==> config.mk <==
export PLATFORM = sky130hd
export DESIGN_NAME = button_press_classifier
export DESIGN_NICKNAME = d
export VERILOG_FILES = /design/src/rtl/core/bpc_pkg.sv /design/src/rtl/core/button_press_classifier.sv
export SDC_FILE = /design/constraint.sdc
export NUM_CORES = 1
export LEC_CHECK = 0
export BUFFER_PORTS_ARGS = -buffer_cell sky130_fd_sc_hd__clkbuf_2
export CAP_MARGIN = 20
export CELL_PAD_IN_SITES_DETAIL_PLACEMENT = 0
export CELL_PAD_IN_SITES_GLOBAL_PLACEMENT = 2
export CORE_UTILIZATION = 38
export CTS_CLUSTER_DIAMETER = 80
export DETAILED_ROUTE_END_ITERATION = 8
export PLACE_DENSITY = 0.89
export SLEW_MARGIN = 20
export SYNTH_ARGS = -nofsm -noshare
export SYNTH_HDL_FRONTEND = slang
export SYNTH_SLANG_ARGS = --single-unit
==> constraint.sdc <==
create_clock -name clk -period 8 [get_ports clk]
set_input_delay 2.4 -clock clk [delete_from_list [all_inputs] [get_ports clk]]
set_output_delay 2.4 -clock clk [all_outputs]
set_load 0.005 [all_outputs]
==> src/rtl/core/bpc_pkg.sv <==
// ----------------------------------------------------------------------------
// bpc_pkg
// Shared codes, widths and reset values for the button press classifier.
// ----------------------------------------------------------------------------
package bpc_pkg;

  localparam int unsigned TIME_W      = 16;
  localparam int unsigned COUNT_W     = 8;
  localparam int unsigned STATUS_W    = 3;
  localparam int unsigned CFG_INDEX_W = 3;
  localparam int unsigned CFG_DATA_W  = 16;

  typedef logic [TIME_W-1:0]      time_t;
  typedef logic [COUNT_W-1:0]     count_t;
  typedef logic [STATUS_W-1:0]    status_t;
  typedef logic [CFG_INDEX_W-1:0] cfg_index_t;
  typedef logic [CFG_DATA_W-1:0]  cfg_data_t;

  // status codes
  localparam status_t ST_OFF      = 3'd0;
  localparam status_t ST_PRESSED  = 3'd1;
  localparam status_t ST_SHORT    = 3'd2;
  localparam status_t ST_LONG     = 3'd3;
  localparam status_t ST_HOLD     = 3'd4;
  localparam status_t ST_SUPER    = 3'd5;
  localparam status_t ST_RELEASED = 3'd6;

  // configuration register indexes
  localparam cfg_index_t REG_ACTIVE_LEVEL     = 3'd0;
  localparam cfg_index_t REG_SHORT_TIME       = 3'd1;
  localparam cfg_index_t REG_LONG_TIME        = 3'd2;
  localparam cfg_index_t REG_HOLD_TIME        = 3'd3;
  localparam cfg_index_t REG_FAST_REPEAT_TIME = 3'd4;
  localparam cfg_index_t REG_REPEATS_TO_FAST  = 3'd5;

  // reset values
  localparam logic   RST_ACTIVE_LEVEL     = 1'b1;
  localparam time_t  RST_SHORT_TIME       = 16'd50;
  localparam time_t  RST_LONG_TIME        = 16'd1000;
  localparam time_t  RST_HOLD_TIME        = 16'd200;
  localparam time_t  RST_FAST_REPEAT_TIME = 16'd50;
  localparam count_t RST_REPEATS_TO_FAST  = 8'd5;

  localparam time_t  TIME_MAX  = '1;
  localparam count_t COUNT_MAX = '1;

endpackage

==> src/rtl/core/button_press_classifier.sv <==
// ----------------------------------------------------------------------------
// button_press_classifier
// Long-press and auto-repeat classifier for one button, one tick per item.
// ----------------------------------------------------------------------------
// Each accepted item is one tick: the raw pin level and the milliseconds since
// the previous tick. The block takes one item every clock cycle while in_stall
// is low. All of the work for a tick is one saturating 16-bit add and a few
// compares feeding the state, timer and repeat count registers. The result
// side has a two-entry output buffer, so in_stall rises only after the
// downstream side has stalled with a result waiting and a second result has
// arrived. Configuration is written through cfg_write, cfg_index and
// cfg_data; the user must do so only while no tick is in flight, as the block
// does not enforce it. Indexes above five are ignored.
module button_press_classifier (
  input  logic                 clk,
  input  logic                 rst,
  // configuration
  input  logic                 cfg_write,
  input  bpc_pkg::cfg_index_t  cfg_index,
  input  bpc_pkg::cfg_data_t   cfg_data,
  // tick items
  input  logic                 in_valid,
  output logic                 in_stall,
  input  logic                 pin_level,
  input  bpc_pkg::time_t       elapsed_ms,
  // status items
  output logic                 out_valid,
  input  logic                 out_stall,
  output bpc_pkg::status_t     button_status
);
  import bpc_pkg::*;

  // configuration registers
  logic   active_level;
  time_t  short_time;
  time_t  long_time;
  time_t  hold_time;
  time_t  fast_repeat_time;
  count_t repeats_to_fast;

  // classifier state
  status_t status_reg, status_reg_next;
  time_t   press_timer, press_timer_next;
  count_t  repeat_count, repeat_count_next;

  // output buffer
  logic    skid_valid;
  status_t skid_status;

  logic                in_acc;
  logic                pressed;
  logic [TIME_W:0]     timer_sum;
  time_t               timer_sat;
  logic [TIME_W:0]     long_hold;

  assign in_stall = skid_valid;
  assign in_acc   = in_valid && !in_stall;
  assign pressed  = (pin_level == active_level);

  assign timer_sum = {1'b0, press_timer} + {1'b0, elapsed_ms};
  assign timer_sat = timer_sum[TIME_W] ? TIME_MAX : timer_sum[TIME_W-1:0];
  // formed at 17 bits, a saturated timer never reaches a sum past the top
  assign long_hold = {1'b0, long_time} + {1'b0, hold_time};

  always_comb begin
    status_reg_next   = status_reg;
    press_timer_next  = press_timer;
    repeat_count_next = repeat_count;
    if (pressed) begin
      case (status_reg)
        ST_OFF: begin
          repeat_count_next = '0;
          press_timer_next  = '0;
          status_reg_next   = ST_PRESSED;
        end
        ST_PRESSED: begin
          press_timer_next = timer_sat;
          if (timer_sat >= long_time) status_reg_next = ST_LONG;
        end
        ST_LONG: begin
          press_timer_next = timer_sat;
          if ({1'b0, timer_sat} >= long_hold) begin
            press_timer_next = '0;
            status_reg_next  = ST_HOLD;
          end
        end
        ST_HOLD: begin
          press_timer_next = timer_sat;
          if (timer_sat >= hold_time) begin
            press_timer_next = '0;
            if (repeat_count != COUNT_MAX) repeat_count_next = repeat_count + 1'b1;
            status_reg_next = ST_SHORT;
          end
        end
        ST_SHORT: begin
          status_reg_next = (repeat_count >= repeats_to_fast) ? ST_SUPER : ST_HOLD;
        end
        ST_SUPER: begin
          press_timer_next = timer_sat;
          if (timer_sat >= fast_repeat_time) begin
            press_timer_next = '0;
            status_reg_next  = ST_SHORT;
          end
        end
        default: status_reg_next = ST_OFF;
      endcase
    end else begin
      case (status_reg)
        ST_PRESSED: begin
          if (press_timer >= long_time)       status_reg_next = ST_LONG;
          else if (press_timer >= short_time) status_reg_next = ST_SHORT;
          else                                status_reg_next = ST_OFF;
        end
        ST_HOLD, ST_SUPER, ST_LONG, ST_SHORT: status_reg_next = ST_RELEASED;
        default:                              status_reg_next = ST_OFF;
      endcase
    end
  end

  always_ff @(posedge clk) begin
    if (rst) begin
      active_level     <= RST_ACTIVE_LEVEL;
      short_time       <= RST_SHORT_TIME;
      long_time        <= RST_LONG_TIME;
      hold_time        <= RST_HOLD_TIME;
      fast_repeat_time <= RST_FAST_REPEAT_TIME;
      repeats_to_fast  <= RST_REPEATS_TO_FAST;
    end else if (cfg_write) begin
      case (cfg_index)
        REG_ACTIVE_LEVEL:     active_level     <= cfg_data[0];
        REG_SHORT_TIME:       short_time       <= cfg_data[TIME_W-1:0];
        REG_LONG_TIME:        long_time        <= cfg_data[TIME_W-1:0];
        REG_HOLD_TIME:        hold_time        <= cfg_data[TIME_W-1:0];
        REG_FAST_REPEAT_TIME: fast_repeat_time <= cfg_data[TIME_W-1:0];
        REG_REPEATS_TO_FAST:  repeats_to_fast  <= cfg_data[COUNT_W-1:0];
        default: ;
      endcase
    end
  end

  always_ff @(posedge clk) begin
    if (rst) begin
      status_reg   <= ST_OFF;
      press_timer  <= '0;
      repeat_count <= '0;
    end else if (in_acc) begin
      status_reg   <= status_reg_next;
      press_timer  <= press_timer_next;
      repeat_count <= repeat_count_next;
    end
  end

  // main output slot plus one skid entry
  always_ff @(posedge clk) begin
    if (rst) begin
      out_valid  <= 1'b0;
      skid_valid <= 1'b0;
    end else if (!out_valid || !out_stall) begin
      if (skid_valid) begin
        out_valid  <= 1'b1;
        skid_valid <= 1'b0;
      end else begin
        out_valid <= in_acc;
      end
    end else if (in_acc) begin
      skid_valid <= 1'b1;
    end
  end

  always_ff @(posedge clk) begin
    if (!out_valid || !out_stall) begin
      if (skid_valid) button_status <= skid_status;
      else if (in_acc) button_status <= status_reg_next;
    end else if (in_acc) begin
      skid_status <= status_reg_next;
    end
  end

  // skid entry is only ever used behind a full output slot
  a_skid_behind_out: assert property (@(posedge clk) disable iff (rst)
    in_stall |-> out_valid)
    else $error("skid entry holds an item while the output slot is empty");

  a_skid_fill: assert property (@(posedge clk) disable iff (rst)
    (in_acc && out_valid && out_stall) |=> in_stall)
    else $error("item accepted behind a stalled result was not buffered");

  a_state_hold: assert property (@(posedge clk) disable iff (rst)
    !in_acc |=> ($stable(status_reg) && $stable(press_timer) && $stable(repeat_count)))
    else $error("classifier state moved without an accepted item");

  a_press_start: assert property (@(posedge clk) disable iff (rst)
    (in_acc && pressed && status_reg == ST_OFF) |=>
      (status_reg == ST_PRESSED && press_timer == '0 && repeat_count == '0))
    else $error("new press did not clear timer and repeat count");

endmodule
==> reports/qor.txt, run 1 <==
top cells by area, synth: dfxtp_1 (25%), ha_1 (21%), nand2_1 (7.4%)
number of distinct library cells after synthesis: 79
initial antenna violation count: 0
Startpoint Class: input pin
Tightest Hold Check Type: flip-flop to flip-flop
area added between synthesis and finish: 9.72%
Setup Skew: 9.33 ps
DP HPWL: 17,400 um
Nets: 1,193
Setup Total Neg Slack: 0 ps
initial core utilization: 0.393
drt wl/cell: 17.0 um
Syn Nets: 1,158
first-pass GRT wire length: 35,600 um
RSZ-0062 raised after global routing: no
pin count of the biggest net entering global routing: 85
Slew Viols, Final: 0
CP top delay family: compound AO/OA/AOI/OAI gates
Reg2Reg Depth: 19
Die Ht: 147 um
register area: 0.00222 mm2
Setup Buffers After CTS: 0
DRC viols: 0
die footprint: 0.0217 mm2
Mapped Cells: 982
critical path endpoint category: flip-flop
final hold viol count: 0
Synth Area per Inst: 8.17 um2
Yosys reg bits: 108
max frequency: 141 MHz
Tcrit/Tclk final: 0.886
remaining antenna violation count: 0
status: completed
DRT Wirelength: 22,000 um
Placer Congestion: 0.859
CTS resizes: 0
CTS H-tree lvls: 3
synthesized cell area: 0.00802 mm2
Synth async-reset ratio: 0
Leak: 0.00382 uW
vias in the first global route: 6,648
Worst Path Buf+Inv: 1
pwr/cell area: 154 mW/mm2
DIE WIDTH: 147 um
IO Port Bufs: 45
largest area contributor in the netlist: dfxtp_1
Total Power: 1360 uW
CP arrival: 7190 ps
CTS clk-pin slew, worst paths: 80 ps
crit path launch: elapsed_ms[1]
Most common cell on crit path: a21oi_1
share of the synthesized area in the top cell type: 0.255
CORE AREA: 0.0204 mm2
Diodes inserted: 0
critical path type: input pin to flip-flop
gr usage total: 0.212
worst vdd rail ir drop: 0.000117 V
Final setup violation count: 0
multi-input logic area: 0.00539 mm2
Synth Warn #: 0
Post-synth EDFFs: 6
TritonRoute pass-1 iters: 5
Synth Flop Type: dfxtp_1
crit-path cells: clkbuf_2, ha_1, a21oi_1, o211ai_1, o41ai_1, a21oi_1, a311oi_1, a21oi_1, xnor2_1, nand2_1, ha_1, nand4_1, nor2_1, o21ai_0, a21oi_1, or4b_1, a32o_1, o311a_1, a311oi_1, o21ai_0
Num CTS Buffers: 9
hold_buf cts: 0
CP max FO: 5
Vias: 6,977
TritonCTS clock tree: yes
CP Depth: 20
sequential area share after synthesis: 0.277
layout cells sized above 1: 0.0998
Setup crit end: skid_status[1]$_DFFE_PP_
reg2reg end: skid_status[1]$_DFFE_PP_
relative slew slack: 0.382
worst slew pin tran: 927 ps
reg2reg start: press_timer[1]$_SDFFE_PP0P_
Critical-path top delay cell: or4b_1
total gr overflow: 0
Worst-Skew Late Latency: 360 ps
final-layout fill cell count: 2,154
reg2reg setup slack: 2610 ps
CTS sink cnt: 108
vias per inst: 5.40
CP Data Required Time: 8100 ps
max cap viols: 0
CTS root buffer: clkbuf_16
Ports: 46
site row count: 52
worst stage delay on the critical path: 530 ps
post-route minimum period: 7090 ps
initial drt markers: 426
CTS max path bufs: 2
## layout make-up
| type | count | area share |
|---|---|---|
| multi-input cells | 773 | 0.613 |
| well taps | 270 | 0.0384 |
| inverters | 74 | 0.0316 |
| clock buffers | 11 | 0.0265 |
| clock inverters | 5 | 0.00768 |
| repair buffers | 51 | 0.0307 |
| flip-flops and latches | 108 | 0.253 |
## per-layer routing
layer / global-route usage / vias to the layer above / routed length, um
met5: 0 / - / 0
met4: 0.0675 / 0 / 378
met3: 0.0186 / 20 / 832
met2: 0.323 / 129 / 9360
met1: 0.314 / 3242 / 11400
li1: - / 3586 / -
## metrics by stage
stage                     setup slack (ps)  cell area, um2  hold slack (ps)  cells   util
after global routing                   537            8800              476   1292  0.431
final                                  909            8800              456   1292  0.431
after CTS                              972            8800              457   1292  0.431
after floorplan                       1270            8020              436    982      -
after detailed placement               621            8500              447   1276  0.416
after global placement                 650            8500              443   1276  0.416
## cell usage after synthesis, drive strengths merged, types with 16 or more instances
cell type / n
o21ai: 33
a22o: 16
nor2: 53
xnor2: 22
clkbuf: 20
nand2b: 21
ha: 133
nand3: 17
dfxtp: 102
a21o: 32
nand2: 158
a21oi: 104
nor3: 16
inv: 74
## kinds of logic (layout without fill, tap and decap cells)
family | count (synthesis) | count (layout) | share of synthesized area
AO/OA/AOI/OAI | 260 | 260 | 0.216
buffers and inverters | 101 | 141 | 0.0513
adder cells (fa/ha/maj) | 135 | 135 | 0.213
AND/OR/NAND/NOR | 343 | 343 | 0.204
flip-flops | 108 | 108 | 0.277
XOR/XNOR | 33 | 33 | 0.0360
multiplexers | 2 | 2 | 0.00265
## worst register-to-register path, cell delays in order, from the launching register on
cell      delay [ps]
dfxtp_1          460
ha_1             280
a21oi_1          170
o211ai_1         200
o41ai_1          520
a21oi_1          190
a311oi_1         460
a21oi_1          150
xnor2_1          160
nand2_1          170
ha_1             340
nand4_1          120
nor2_1            50
o21ai_0           60
a21oi_1           50
or4b_1           530
a32o_1           310
o311a_1          370
a311oi_1         420
o21ai_0          120
## worst min-delay path by stage
stage / from / end / slack, ps / depth (start not counted)
6_report: repeats_to_fast[3]$_SDFFE_PP0P_ / repeats_to_fast[3]$_SDFFE_PP0P_ / 460 / 2
5_1_grt: short_time[3]$_SDFFE_PP0P_ / short_time[3]$_SDFFE_PP0P_ / 480 / 2
4_1_cts: short_time[2]$_SDFFE_PP0P_ / short_time[2]$_SDFFE_PP0P_ / 460 / 2
3_5_place_dp: repeats_to_fast[6]$_SDFFE_PP0P_ / repeats_to_fast[6]$_SDFFE_PP0P_ / 450 / 2
3_3_place_gp: short_time[3]$_SDFFE_PP0P_ / short_time[3]$_SDFFE_PP0P_ / 440 / 2
2_1_floorplan: fast_repeat_time[10]$_SDFFE_PP0P_ / fast_repeat_time[10]$_SDFFE_PP0P_ / 440 / 2
## power breakdown
group	switching, uW	total [uW]	internal (uW)
clock	218	467	249
combinational	186	317	131
sequential	15.2	575	560
## layout by cell type (no fill, tap or decap), types with 7 or more instances in the layout
| cell | count |
|---|---|
| a21oi_1 | 102 |
| nand4_1 | 14 |
| nor2b_1 | 11 |
| a211oi_1 | 7 |
| o21ai_0 | 33 |
| a21o_1 | 30 |
| and3_1 | 8 |
| nor3_1 | 15 |
| a211o_1 | 14 |
| nand3_1 | 17 |
| ha_1 | 133 |
| xnor2_1 | 22 |
| nor2_1 | 53 |
| o21a_1 | 7 |
| xor2_1 | 11 |
| a22o_1 | 10 |
| inv_1 | 74 |
| clkbuf_2 | 45 |
| nand2_1 | 158 |
| clkbuf_16 | 9 |
| nand2b_1 | 21 |
| dfxtp_1 | 102 |
No activity file was read; power rests on OpenSTA's default activity.
==> run 2: changes to the inputs <==
--- a/config.mk
+++ b/config.mk
@@ -7,9 +7,9 @@
 export LEC_CHECK = 0
 export BUFFER_PORTS_ARGS = -buffer_cell sky130_fd_sc_hd__clkbuf_2
 export CAP_MARGIN = 20
-export CELL_PAD_IN_SITES_DETAIL_PLACEMENT = 0
-export CELL_PAD_IN_SITES_GLOBAL_PLACEMENT = 2
-export CORE_UTILIZATION = 38
+export CELL_PAD_IN_SITES_DETAIL_PLACEMENT = 1
+export CELL_PAD_IN_SITES_GLOBAL_PLACEMENT = 1
+export CORE_UTILIZATION = 47
 export CTS_CLUSTER_DIAMETER = 80
 export DETAILED_ROUTE_END_ITERATION = 8
 export PLACE_DENSITY = 0.89
@@ -17,3 +17,4 @@
 export SYNTH_ARGS = -nofsm -noshare
 export SYNTH_HDL_FRONTEND = slang
 export SYNTH_SLANG_ARGS = --single-unit
+export TNS_END_PERCENT = 10
==> run 2 against run 1 <==
Clock skew increased by 8.3 ps. Final area decreased by 0.81%. Sequential cell count unchanged. Total power increased by 1.3%. Non-clock buffer count decreased by 1. Sequential power about the same. Setup slack got worse by 15 ps. Combinational power increased by 4%. Worst hold slack about the same. Critical path type unchanged. Highest routed layer unchanged.
==> reports/qor.txt, run 2 (synthesis gave the netlist of run 1 again) <==
status: completed
Startpoint Class: input pin
initial drt markers: 394
Post-DP Area: 0.00843 mm2
TritonCTS clock tree: yes
DP HPWL: 18,800 um
GR met3 Demand/Resource: 0.0349
CTS max path bufs: 2
most frequent cells in the layout: nand2_1 (158), ha_1 (133), a21oi_1 (102), dfxtp_1 (102), inv_1 (74)
RSZ-0062 raised after global routing: no
CTS root buffer: clkbuf_16
CP arrival: 7220 ps
Min Hold Slack: 455 ps
CTS resizes: 0
max frequency: 141 MHz
grt peak-use layer: met2
critical path endpoint category: flip-flop
Min-Delay Endpoint: short_time[13]$_SDFFE_PP0P_
initial antenna violation count: 0
vias per inst: 5.92
remaining antenna violation count: 0
GR Util met2: 0.468
Hold Crit Start: short_time[13]$_SDFFE_PP0P_
total gr overflow: 0
reg2reg start: press_timer[1]$_SDFFE_PP0P_
Vias: 7,347
CP Data Required Time: 8110 ps
Leak: 0.00381 uW
Diodes inserted: 0
layout cells sized above 1: 0.0989
commonest non-fill, non-tap cell in the layout: nand2_1
routing usage on met1: 0.375
initial core utilization: 0.482
Worst-Skew Late Latency: 380 ps
pin count of the biggest net entering global routing: 85
Die Ht: 133 um
worst vdd rail ir drop: 0.000114 V
crit-path cells: clkbuf_2, ha_1, a21oi_1, o211ai_1, o41ai_1, a21oi_1, a311oi_1, a21oi_1, xnor2_1, nand2_1, ha_1, nand4_1, nor2_1, o21ai_0, a21oi_1, or4b_1, a32o_1, o311a_1, a311oi_1, o21ai_0
vias in the first global route: 7,541
IO Port Bufs: 45
TritonRoute pass-1 iters: 5
Setup Buffers After CTS: 0
die footprint: 0.0176 mm2
max cap viols: 0
site row count: 47
Placer Congestion: 0.892
final hold viol count: 0
CORE AREA: 0.0166 mm2
Total Power: 1380 uW
CP max FO: 5
hold_buf cts: 0
Setup Total Neg Slack: 0 ps
Most common cell on crit path: a21oi_1
post-route minimum period: 7110 ps
Hold Path Depth: 2
area added between synthesis and finish: 8.83%
critical path type: input pin to flip-flop
drt wl/cell: 19.6 um
Nets: 1,192
Layout Cells excl Fill: 1,241
pwr/cell area: 158 mW/mm2
Slew Viols, Final: 0
Tcrit/Tclk final: 0.888
DP Cell Count: 1,225
Ports: 46
gr usage total: 0.284
Final Cell Area: 0.00873 mm2
worst slew pin tran: 925 ps
Reg2Reg Depth: 19
DRT Wirelength: 24,300 um
Setup Skew: 17.6 ps
first-pass GRT wire length: 39,000 um
relative slew slack: 0.384
reg2reg end: skid_status[1]$_DFFE_PP_
CTS sink cnt: 108
reg2reg setup slack: 2580 ps
Final setup violation count: 0
CTS clk-pin slew, worst paths: 80 ps
Critical-path top delay cell: or4b_1
worst stage delay on the critical path: 520 ps
DRC viols: 0
Tightest Hold Check Type: flip-flop to flip-flop
Num CTS Buffers: 9
CTS H-tree lvls: 3
DIE WIDTH: 133 um
## run 2: final cells by class
class,count,area (um2)
Fill cell,2084,7920
Multi-Input combinational cell,773,5390
Sequential cell,108,2220
Inverter,74,278
Tap cell,220,275
Timing Repair Buffer,50,263
Clock buffer,10,229
Clock inverter,6,70.1
## run 2: where the power goes
group	switching, uW	internal, uW	total (uW)
clock network	223	246	469
registers	16.2	560	576
logic	198	132	331
## run 2: worst max-delay path by stage
stage                        from                       end  depth (start not counted)
floorplan           elapsed_ms[0]  skid_status[1]$_DFFE_PP_                         18
global placement    elapsed_ms[1]  skid_status[1]$_DFFE_PP_                         20
detailed placement  elapsed_ms[1]  skid_status[1]$_DFFE_PP_                         20
CTS                 elapsed_ms[1]  skid_status[1]$_DFFE_PP_                         20
global route        elapsed_ms[1]  skid_status[1]$_DFFE_PP_                         20
finish              elapsed_ms[1]  skid_status[1]$_DFFE_PP_                         20
## run 2: per-layer routing
| metal | up-vias | wire, um |
|---|---|---|
| met3 | 43 | 888 |
| met5 | - | 0 |
| met1 | 3607 | 11600 |
| li1 | 3550 | - |
| met4 | 0 | 833 |
| met2 | 147 | 11000 |
## run 2: through the flow
step	util	setup slack (ps)
6_report	0.524	894
3_5_place_dp	0.506	610
4_1_cts	0.524	985
5_1_grt	0.524	500
2_1_floorplan	-	1270
3_3_place_gp	0.506	689
## run 2: critical path: cells and delay by family
kind	cells	cell delay [ps]
adder cells (fa/ha/maj)	2	640
AO/OA/AOI/OAI	12	3030
AND/OR/NAND/NOR	4	860
buffers and inverters	1	110
XOR/XNOR	1	160
